[src/rtl/core/phsc_pkg.sv]
// Package for the pump hysteresis safety controller: item layout, codes and
// register defaults. Depends on nothing.
`default_nettype none

package phsc_pkg;

    // Mode codes as they arrive in control_mode and as held in run_mode.
    localparam logic [1:0] MODE_INVALID = 2'd0;
    localparam logic [1:0] MODE_AUTO    = 2'd1;
    localparam logic [1:0] MODE_MANUAL  = 2'd2;

    // Stop reason codes.
    typedef enum logic [3:0] {
        R_NONE    = 4'd0,
        R_WIFI    = 4'd1,
        R_AUTH    = 4'd2,
        R_CONTROL = 4'd3,
        R_STALE   = 4'd4,
        R_SOIL    = 4'd5,
        R_MODE    = 4'd6,
        R_RUNTIME = 4'd7,
        R_MANUAL  = 4'd8,
        R_WET     = 4'd9
    } reason_t;

    // Configuration register indexes.
    localparam int unsigned CFG_IDX_W = 2;
    localparam logic [CFG_IDX_W-1:0] CFG_MAX_RUNTIME  = 2'd0;
    localparam logic [CFG_IDX_W-1:0] CFG_CONTROL_STALE = 2'd1;
    localparam logic [CFG_IDX_W-1:0] CFG_COOLDOWN     = 2'd2;

    // Register reset values.
    localparam logic [31:0] MAX_RUNTIME_RST   = 32'd600000;
    localparam logic [31:0] CONTROL_STALE_RST = 32'd30000;
    localparam logic [31:0] COOLDOWN_RST      = 32'd300000;

    localparam logic [31:0] MIN_MANUAL_MS = 32'd1000;
    localparam logic [7:0]  PERCENT_MAX   = 8'd100;

    // Flag bit positions within status_flags.
    localparam int unsigned FLAG_WIFI    = 0;
    localparam int unsigned FLAG_AUTH    = 1;
    localparam int unsigned FLAG_CVALID  = 2;
    localparam int unsigned FLAG_SVALID  = 3;
    localparam int unsigned FLAG_GRANT   = 4;
    localparam int unsigned FLAG_TRUSTED = 5;

    // One input item; the last member sits in the lowest bits of tdata.
    typedef struct packed {
        logic [31:0] grant_expires_at;
        logic [31:0] unix_seconds;
        logic [7:0]  soil_percent;
        logic [31:0] now_ms;
        logic [31:0] control_received_ms;
        logic [31:0] manual_duration_ms;
        logic [6:0]  moisture_stop;
        logic [6:0]  moisture_start;
        logic [1:0]  control_mode;
        logic [5:0]  status_flags;
    } item_t;

    localparam int unsigned ITEM_W   = $bits(item_t);
    localparam int unsigned S_DATA_W = ((ITEM_W + 7) / 8) * 8;
    localparam int unsigned M_DATA_W = 8;

    // Field positions inside m_tdata.
    localparam int unsigned OUT_CHANGED = 0;
    localparam int unsigned OUT_PUMP_ON = 1;

endpackage

`default_nettype wire

[src/rtl/core/pump_hysteresis_safety_controller.sv]
// Top level of the pump hysteresis safety controller.
// Depends on phsc_pkg; checked by phsc_checker through a bind.
//
// The block takes one evaluation tick per item on the s_ side and returns
// exactly one result item per tick on the m_ side. It accepts an item in every
// clock cycle while the m_ side takes results. An accepted item goes into the
// input register; the decision logic then writes the result register and the
// pump state on the same edge, and the result register drives the m_ side.
// The rate is set by that single decision stage, which reads the pump state
// left by the previous tick, so one item per cycle is sustained as long as the
// m_ side takes results. Safety checks run in priority order (wifi, auth, bad
// control, stale control, bad soil, mode change, then run time, manual length
// and wet soil) and stop the pump with their reason code; a failed check on an
// idle pump still reports the reason with changed and pump_on low. All time
// differences wrap modulo 2^32. The user must write configuration registers
// through cfg_we, cfg_index and cfg_data only while no item is in flight; the
// block itself does not enforce this.
`default_nettype none

module pump_hysteresis_safety_controller
    import phsc_pkg::*;
(
    input  wire logic                 clk,
    input  wire logic                 rst_n,

    input  wire logic                 cfg_we,
    input  wire logic [CFG_IDX_W-1:0] cfg_index,
    input  wire logic [31:0]          cfg_data,

    input  wire logic                 s_tvalid,
    output logic                      s_tready,
    // s_tdata, lowest bit up: status_flags[5:0], control_mode[7:6],
    // moisture_start[14:8], moisture_stop[21:15], manual_duration_ms[53:22],
    // control_received_ms[85:54], now_ms[117:86], soil_percent[125:118],
    // unix_seconds[157:126], grant_expires_at[189:158], zero fill [191:190].
    input  wire logic [S_DATA_W-1:0]  s_tdata,

    output logic                      m_tvalid,
    input  wire logic                 m_tready,
    // m_tdata, lowest bit up: changed[0], pump_on[1], stop_reason[5:2],
    // zero fill [7:6].
    output logic [M_DATA_W-1:0]       m_tdata
);

    // Configuration registers.
    logic [31:0] max_runtime_reg;
    logic [31:0] control_stale_reg;
    logic [31:0] cooldown_reg;

    // Input register.
    logic  in_valid_reg;
    item_t in_reg;

    // Result register.
    logic    out_valid_reg;
    logic    changed_reg;
    logic    pump_on_reg;
    reason_t reason_reg;

    // Pump state.
    logic        running_reg;
    logic        stopped_before_reg;
    logic [1:0]  run_mode_reg;
    logic [31:0] run_start_reg;
    logic [31:0] last_stop_reg;
    logic [31:0] run_length_reg;

    // The decision stage fires when it holds an item and the result register
    // is free or being emptied this cycle.
    logic fire;
    assign fire     = in_valid_reg && (!out_valid_reg || m_tready);
    assign s_tready = !in_valid_reg || fire;

    always_ff @(posedge clk or negedge rst_n)
    begin
        if (!rst_n)
        begin
            max_runtime_reg   <= MAX_RUNTIME_RST;
            control_stale_reg <= CONTROL_STALE_RST;
            cooldown_reg      <= COOLDOWN_RST;
        end
        else if (cfg_we)
        begin
            case (cfg_index)
                CFG_MAX_RUNTIME:   max_runtime_reg   <= cfg_data;
                CFG_CONTROL_STALE: control_stale_reg <= cfg_data;
                CFG_COOLDOWN:      cooldown_reg      <= cfg_data;
                default:           ;
            endcase
        end
    end

    always_ff @(posedge clk or negedge rst_n)
    begin
        if (!rst_n)
        begin
            in_valid_reg <= 1'b0;
        end
        else if (s_tready)
        begin
            in_valid_reg <= s_tvalid;
        end
    end

    always_ff @(posedge clk)
    begin
        if (s_tready && s_tvalid)
        begin
            in_reg <= item_t'(s_tdata[ITEM_W-1:0]);
        end
    end

    // Decision logic.
    logic        wifi;
    logic        auth;
    logic        grant;
    logic        trusted;
    logic        ctl_ok;
    logic        stale;
    logic        soil_bad;
    logic [31:0] ctl_age;
    logic [31:0] run_age;
    logic [31:0] idle_age;
    logic        halt;
    logic        start;
    logic [1:0]  start_mode;
    reason_t     why;

    assign wifi    = in_reg.status_flags[FLAG_WIFI];
    assign auth    = in_reg.status_flags[FLAG_AUTH];
    assign grant   = in_reg.status_flags[FLAG_GRANT];
    assign trusted = in_reg.status_flags[FLAG_TRUSTED];

    assign ctl_ok = in_reg.status_flags[FLAG_CVALID]
                 && (in_reg.control_mode inside {MODE_AUTO, MODE_MANUAL})
                 && (in_reg.moisture_start < in_reg.moisture_stop)
                 && ({1'b0, in_reg.moisture_stop} <= PERCENT_MAX)
                 && (in_reg.manual_duration_ms >= MIN_MANUAL_MS)
                 && (in_reg.manual_duration_ms <= max_runtime_reg);

    assign ctl_age  = in_reg.now_ms - in_reg.control_received_ms;
    assign run_age  = in_reg.now_ms - run_start_reg;
    assign idle_age = in_reg.now_ms - last_stop_reg;
    assign stale    = ctl_age >= control_stale_reg;
    assign soil_bad = !in_reg.status_flags[FLAG_SVALID] || (in_reg.soil_percent > PERCENT_MAX);

    always_comb
    begin
        halt       = 1'b0;
        start      = 1'b0;
        start_mode = MODE_AUTO;
        why        = R_NONE;
        if (!wifi)
        begin
            halt = 1'b1;
            why  = R_WIFI;
        end
        else if (!auth)
        begin
            halt = 1'b1;
            why  = R_AUTH;
        end
        else if (!ctl_ok)
        begin
            halt = 1'b1;
            why  = R_CONTROL;
        end
        else if (stale)
        begin
            halt = 1'b1;
            why  = R_STALE;
        end
        else if (soil_bad)
        begin
            halt = 1'b1;
            why  = R_SOIL;
        end
        else if (running_reg)
        begin
            if (in_reg.control_mode != run_mode_reg)
            begin
                halt = 1'b1;
                why  = R_MODE;
            end
            else if (run_age >= max_runtime_reg)
            begin
                halt = 1'b1;
                why  = R_RUNTIME;
            end
            else if (run_mode_reg == MODE_MANUAL && run_age >= run_length_reg)
            begin
                halt = 1'b1;
                why  = R_MANUAL;
            end
            else if (run_mode_reg == MODE_AUTO
                     && in_reg.soil_percent >= {1'b0, in_reg.moisture_stop})
            begin
                halt = 1'b1;
                why  = R_WET;
            end
        end
        else if (in_reg.control_mode == MODE_MANUAL)
        begin
            // A manual start needs a trusted grant that has not expired yet;
            // wall-clock seconds compare without wrapping.
            if (grant && trusted && (in_reg.unix_seconds < in_reg.grant_expires_at))
            begin
                start      = 1'b1;
                start_mode = MODE_MANUAL;
            end
        end
        else if ((!stopped_before_reg || idle_age >= cooldown_reg)
                 && in_reg.soil_percent <= {1'b0, in_reg.moisture_start})
        begin
            start = 1'b1;
        end
    end

    // Result register.
    always_ff @(posedge clk or negedge rst_n)
    begin
        if (!rst_n)
        begin
            out_valid_reg <= 1'b0;
        end
        else if (fire)
        begin
            out_valid_reg <= 1'b1;
        end
        else if (m_tready)
        begin
            out_valid_reg <= 1'b0;
        end
    end

    always_ff @(posedge clk)
    begin
        if (fire)
        begin
            changed_reg <= halt ? running_reg : start;
            pump_on_reg <= !halt && (running_reg || start);
            reason_reg  <= why;
        end
    end

    // Pump state update.
    always_ff @(posedge clk or negedge rst_n)
    begin
        if (!rst_n)
        begin
            running_reg        <= 1'b0;
            stopped_before_reg <= 1'b0;
            run_mode_reg       <= MODE_INVALID;
            run_start_reg      <= '0;
            last_stop_reg      <= '0;
            run_length_reg     <= '0;
        end
        else if (fire)
        begin
            if (halt && running_reg)
            begin
                running_reg        <= 1'b0;
                stopped_before_reg <= 1'b1;
                last_stop_reg      <= in_reg.now_ms;
                run_mode_reg       <= MODE_INVALID;
                run_length_reg     <= '0;
            end
            else if (start)
            begin
                running_reg   <= 1'b1;
                run_start_reg <= in_reg.now_ms;
                run_mode_reg  <= start_mode;
                if (start_mode == MODE_MANUAL)
                begin
                    run_length_reg <= in_reg.manual_duration_ms;
                end
            end
        end
    end

    assign m_tvalid = out_valid_reg;
    assign m_tdata  = {2'b00, reason_reg, pump_on_reg, changed_reg};

endmodule

`default_nettype wire

[config.mk]
export PLATFORM = sky130hd
export DESIGN_NAME = pump_hysteresis_safety_controller
export DESIGN_NICKNAME = d
export VERILOG_FILES = /design/src/rtl/core/phsc_pkg.sv /design/src/rtl/core/pump_hysteresis_safety_controller.sv
export SDC_FILE = /design/constraint.sdc
export NUM_CORES = 1
export LEC_CHECK = 0
export BUFFER_PORTS_ARGS = -buffer_cell sky130_fd_sc_hd__buf_2
export CORE_MARGIN = 8
export CORE_UTILIZATION = 30
export DETAILED_ROUTE_END_ITERATION = 10
export SETUP_SLACK_MARGIN = 0.15
export SYNTH_ARGS = -nofsm -noshare
export SYNTH_HDL_FRONTEND = slang
export SYNTH_SLANG_ARGS = --single-unit
export TNS_END_PERCENT = 100
[constraint.sdc]
create_clock -name clk -period 5 [get_ports clk]
set_input_delay 0 -clock clk [delete_from_list [all_inputs] [get_ports clk]]
set_output_delay 0 -clock clk [all_outputs]
set_load 0.03 [all_outputs]
==> results by group <==
Power
  – Power Density: 377 nW/um2
  – Power Total: between 10000 and 15000 uW
  – Maximum vdd drop: 0.340 mV
  – Pleak: 0.0151 uW

Yosys
  – Synth top area share: 0.249
  – Area leader, netlist: edfxtp_1
  – Most frequent cell after synthesis: ha_1
  – Post-synth top cells: ha_1 (305), inv_1 (291), edfxtp_1 (196)
  – EDFF count, synth: 196
  – Largest cells by area after synthesis: edfxtp_1 (25%), dfrtp_1 (18%), ha_1 (16%)
  – Distinct cells, synth: 89
  – Synth Register Bits: 394
  – Synth Warn #: 0
  – Main flop type after synthesis: edfxtp_1
  – Mean area per synthesized cell: 11.0 um2
  – Ys async rst share: 0.503
  – Seq/Total Area, Yosys: 0.459
  – Syn Inst Count: 2150
  – Cell area after synthesis: around 24000 um2

Final layout
  – Final Cell Area: 33500 um2
  – Fillers: 7457
  – Fin nets: 3476
  – Multi-input logic area: 12300 um2
  – Layout cell share with drive strength beyond 1: 0.316
  – Sequential cell area: approximately 11000 um2
  – Max reg flops: 188
  – Util after Layout: 0.426
  – Area Overhead vs Synth: 41.4%

Run status
  – Failing checks: setup timing
  – Outcome: complete, but fails checks

Clock network
  – Clock buffer depth: 3
  – Total clock sinks: 394
  – TritonCTS buffer count: 48
  – CTS tree: done
  – # H-tree levels: 2
  – Worst-skew pair later-pin latency: roughly 0.60 ns
  – CTS root buf: clkbuf_16
  – Clock Pin Slew Worst Setup and Hold Paths: ~0.070 ns

Setup path
  – Crit Path Class: register to register
  – Max FO, Critical Path: 8
  – WP data arrival: 6.06 ns
  – Startpoint Class: register
  – CP endpoint kind: register
  – CP required: 5.45 ns

Floorplanning
  – Core Region: a little under 80000 um2
  – Num rows: 103
  – Die height: just under 300 um
  – IO Pins: 241
  – Die X: between 200 and 300 um
  – Die area: 88200 um2
  – Starting Density: 0.301

Placement
  – Detailed Place HPWL: 49800 um
  – RePlAce Congestion: roughly 0.86
  – Dpl cell area: around 28000 um2
  – PortBufs: 236

Job
  – Max-Cap Viols: 0

Timing
  – Final setup violation count: 106
  – Hold slack: roughly 0.064 ns
  – Final Skew: 0.0452 ns
  – Crit path time final: 5.61 ns
  – Worst-Margin Slew: 0.924 ns
  – Final slew viol count: 0
  – Setup ws final: -0.610 ns
  – RSZ-0062 raised after global routing: yes
  – Slew headroom: 0.384
  – F_max: 178 MHz
  – Fin crit share: 1.12
  – Fin Setup TNS: -55.21 ns
  – Final hold vios: 0

Drt
  – Mean number of vias per cell: 4.59
  – Total number of vias: 18506
  – Starting DRT DRC Count: approximately 950
  – Drt wl/cell: about 17 um
  – Antenna Violating Nets Remaining: 0
  – DRT Wirelength: roughly 68000 um
  – Drt pass-1 iters: 5
  – Remaining DRCs: 0

Global routing
  – Vias in the first global route: 19302
  – GR Overflow Total: 0
  – Largest net degree at the start of global routing: 97
  – Initial antenna violation count: 4
  – First-pass GRT wire length: 106000 um
  – GRT Overall Usage: 0.149

Worst hold path
  – Worst hold path type: input pin to asynchronous set/reset pin
where the power goes:
part	internal, uW	total, uW	switching (uW)
combinational	2490	4800	2310
clock	2280	3770	1490
sequential	3850	4060	206
total	8620	12600	4010
through the flow:
stage               instances  worst slack (ns)
finish                   4030            -0.610
global route             4030            -0.896
CTS                      4003            -0.646
detailed placement       3659            -0.789
global placement         3659            -0.687
floorplan                2151           -0.0957
repair_timing:
| action | CTS | global route |
|---|---|---|
| gates resized for setup | 92 | 79 |
| endpoints found under the setup margin | 106 | 106 |
| buffers inserted | 24 | 18 |
| hold buffers | 226 | 0 |
| hold endpoints to repair | 382 | 0 |
| pin swaps | 18 | 23 |
| gates cloned | 4 | 6 |
critical path: stages (launching register included):
cell and delay, ns:
edfxtp_1 0.37, inv_2 0.08, buf_4 0.13, buf_6 0.11, ha_4 0.15, buf_4 0.13
nor2b_4 0.11, o2111ai_2 0.14, and3_4 0.21, o31a_1 0.29, o41ai_4 0.28, buf_4 0.18
a21oi_1 0.06, buf_4 0.16, xnor2_4 0.13, ha_1 0.30, a211oi_1 0.25, o21ai_0 0.11
a21oi_1 0.15, a2111oi_0 0.09, or4_4 0.53, or4_4 0.56, nor4_4 0.24, nor3_4 0.07
buf_12 0.17, clkbuf_16 0.17, mux2_4 0.29
worst paths after layout:
path	startpoint	to	slack, ns	cells past startpoint
setup / recovery	in_reg[86]	last_stop_reg[5]	-0.61	26
hold / removal	rst_n	cooldown_reg[26]	0.06	2
setup reg to reg	in_reg[86]	last_stop_reg[5]	-0.61	26
hold reg to reg	run_start_reg[5]	run_start_reg[5]	0.49	1
max in group asynchronous	rst_n	control_stale_reg[0]	3.58	3
min in group clk	s_tdata[150]	in_reg[150]	0.11	2
area by class of cell:
| cell class | instances | share of cell area |
|---|---|---|
| clock inverters | 28 | 0.00979 |
| diodes | 3 | 0.000224 |
| flip-flops and latches | 394 | 0.325 |
| repair buffers | 775 | 0.184 |
| well taps | 1050 | 0.0392 |
| clock buffers | 62 | 0.0415 |
| multi-input cells | 1427 | 0.368 |
| inverters | 291 | 0.0326 |
layer usage:
layer,up-vias,share of wire,GRT usage
met1,8708,0.47,0.201
met2,364,0.45,0.241
met3,93,0.050,0.0311
met4,2,0.027,0.0427
li1,9339,-,-
met5,-,0.00018,0
layout by cell type (no fill, tap or decap), types with 27 or more instances in the layout:
master,Yosys,routed
a21o_1,65,65
a21oi_1,139,127
buf_2,3,235
buf_4,4,282
clkbuf_16,0,57
dfrtp_1,175,175
dlygate4sd3_1,0,226
edfxtp_1,196,196
ha_1,305,299
inv_1,291,288
mux2_2,97,96
mux2_4,31,32
nand2_1,152,117
nand4_1,27,27
nor2_1,73,69
o21ai_0,109,94
o2bb2ai_2,0,28
xnor2_1,65,63
cell families (layout without fill, tap and decap cells):
kind of cell	Yosys count	in the layout	share of synthesized area
AOI/OAI and AO/OA	495	495	0.136
buffers and inverters	330	1156	0.0565
muxes	129	129	0.0662
other	1	5	0.000158
adders and majority gates	308	308	0.164
and+or+nand+nor	402	402	0.0846
xor gates and xnor gates	91	91	0.0337
DFF	394	394	0.459
Power figures use the tool's default switching activity.
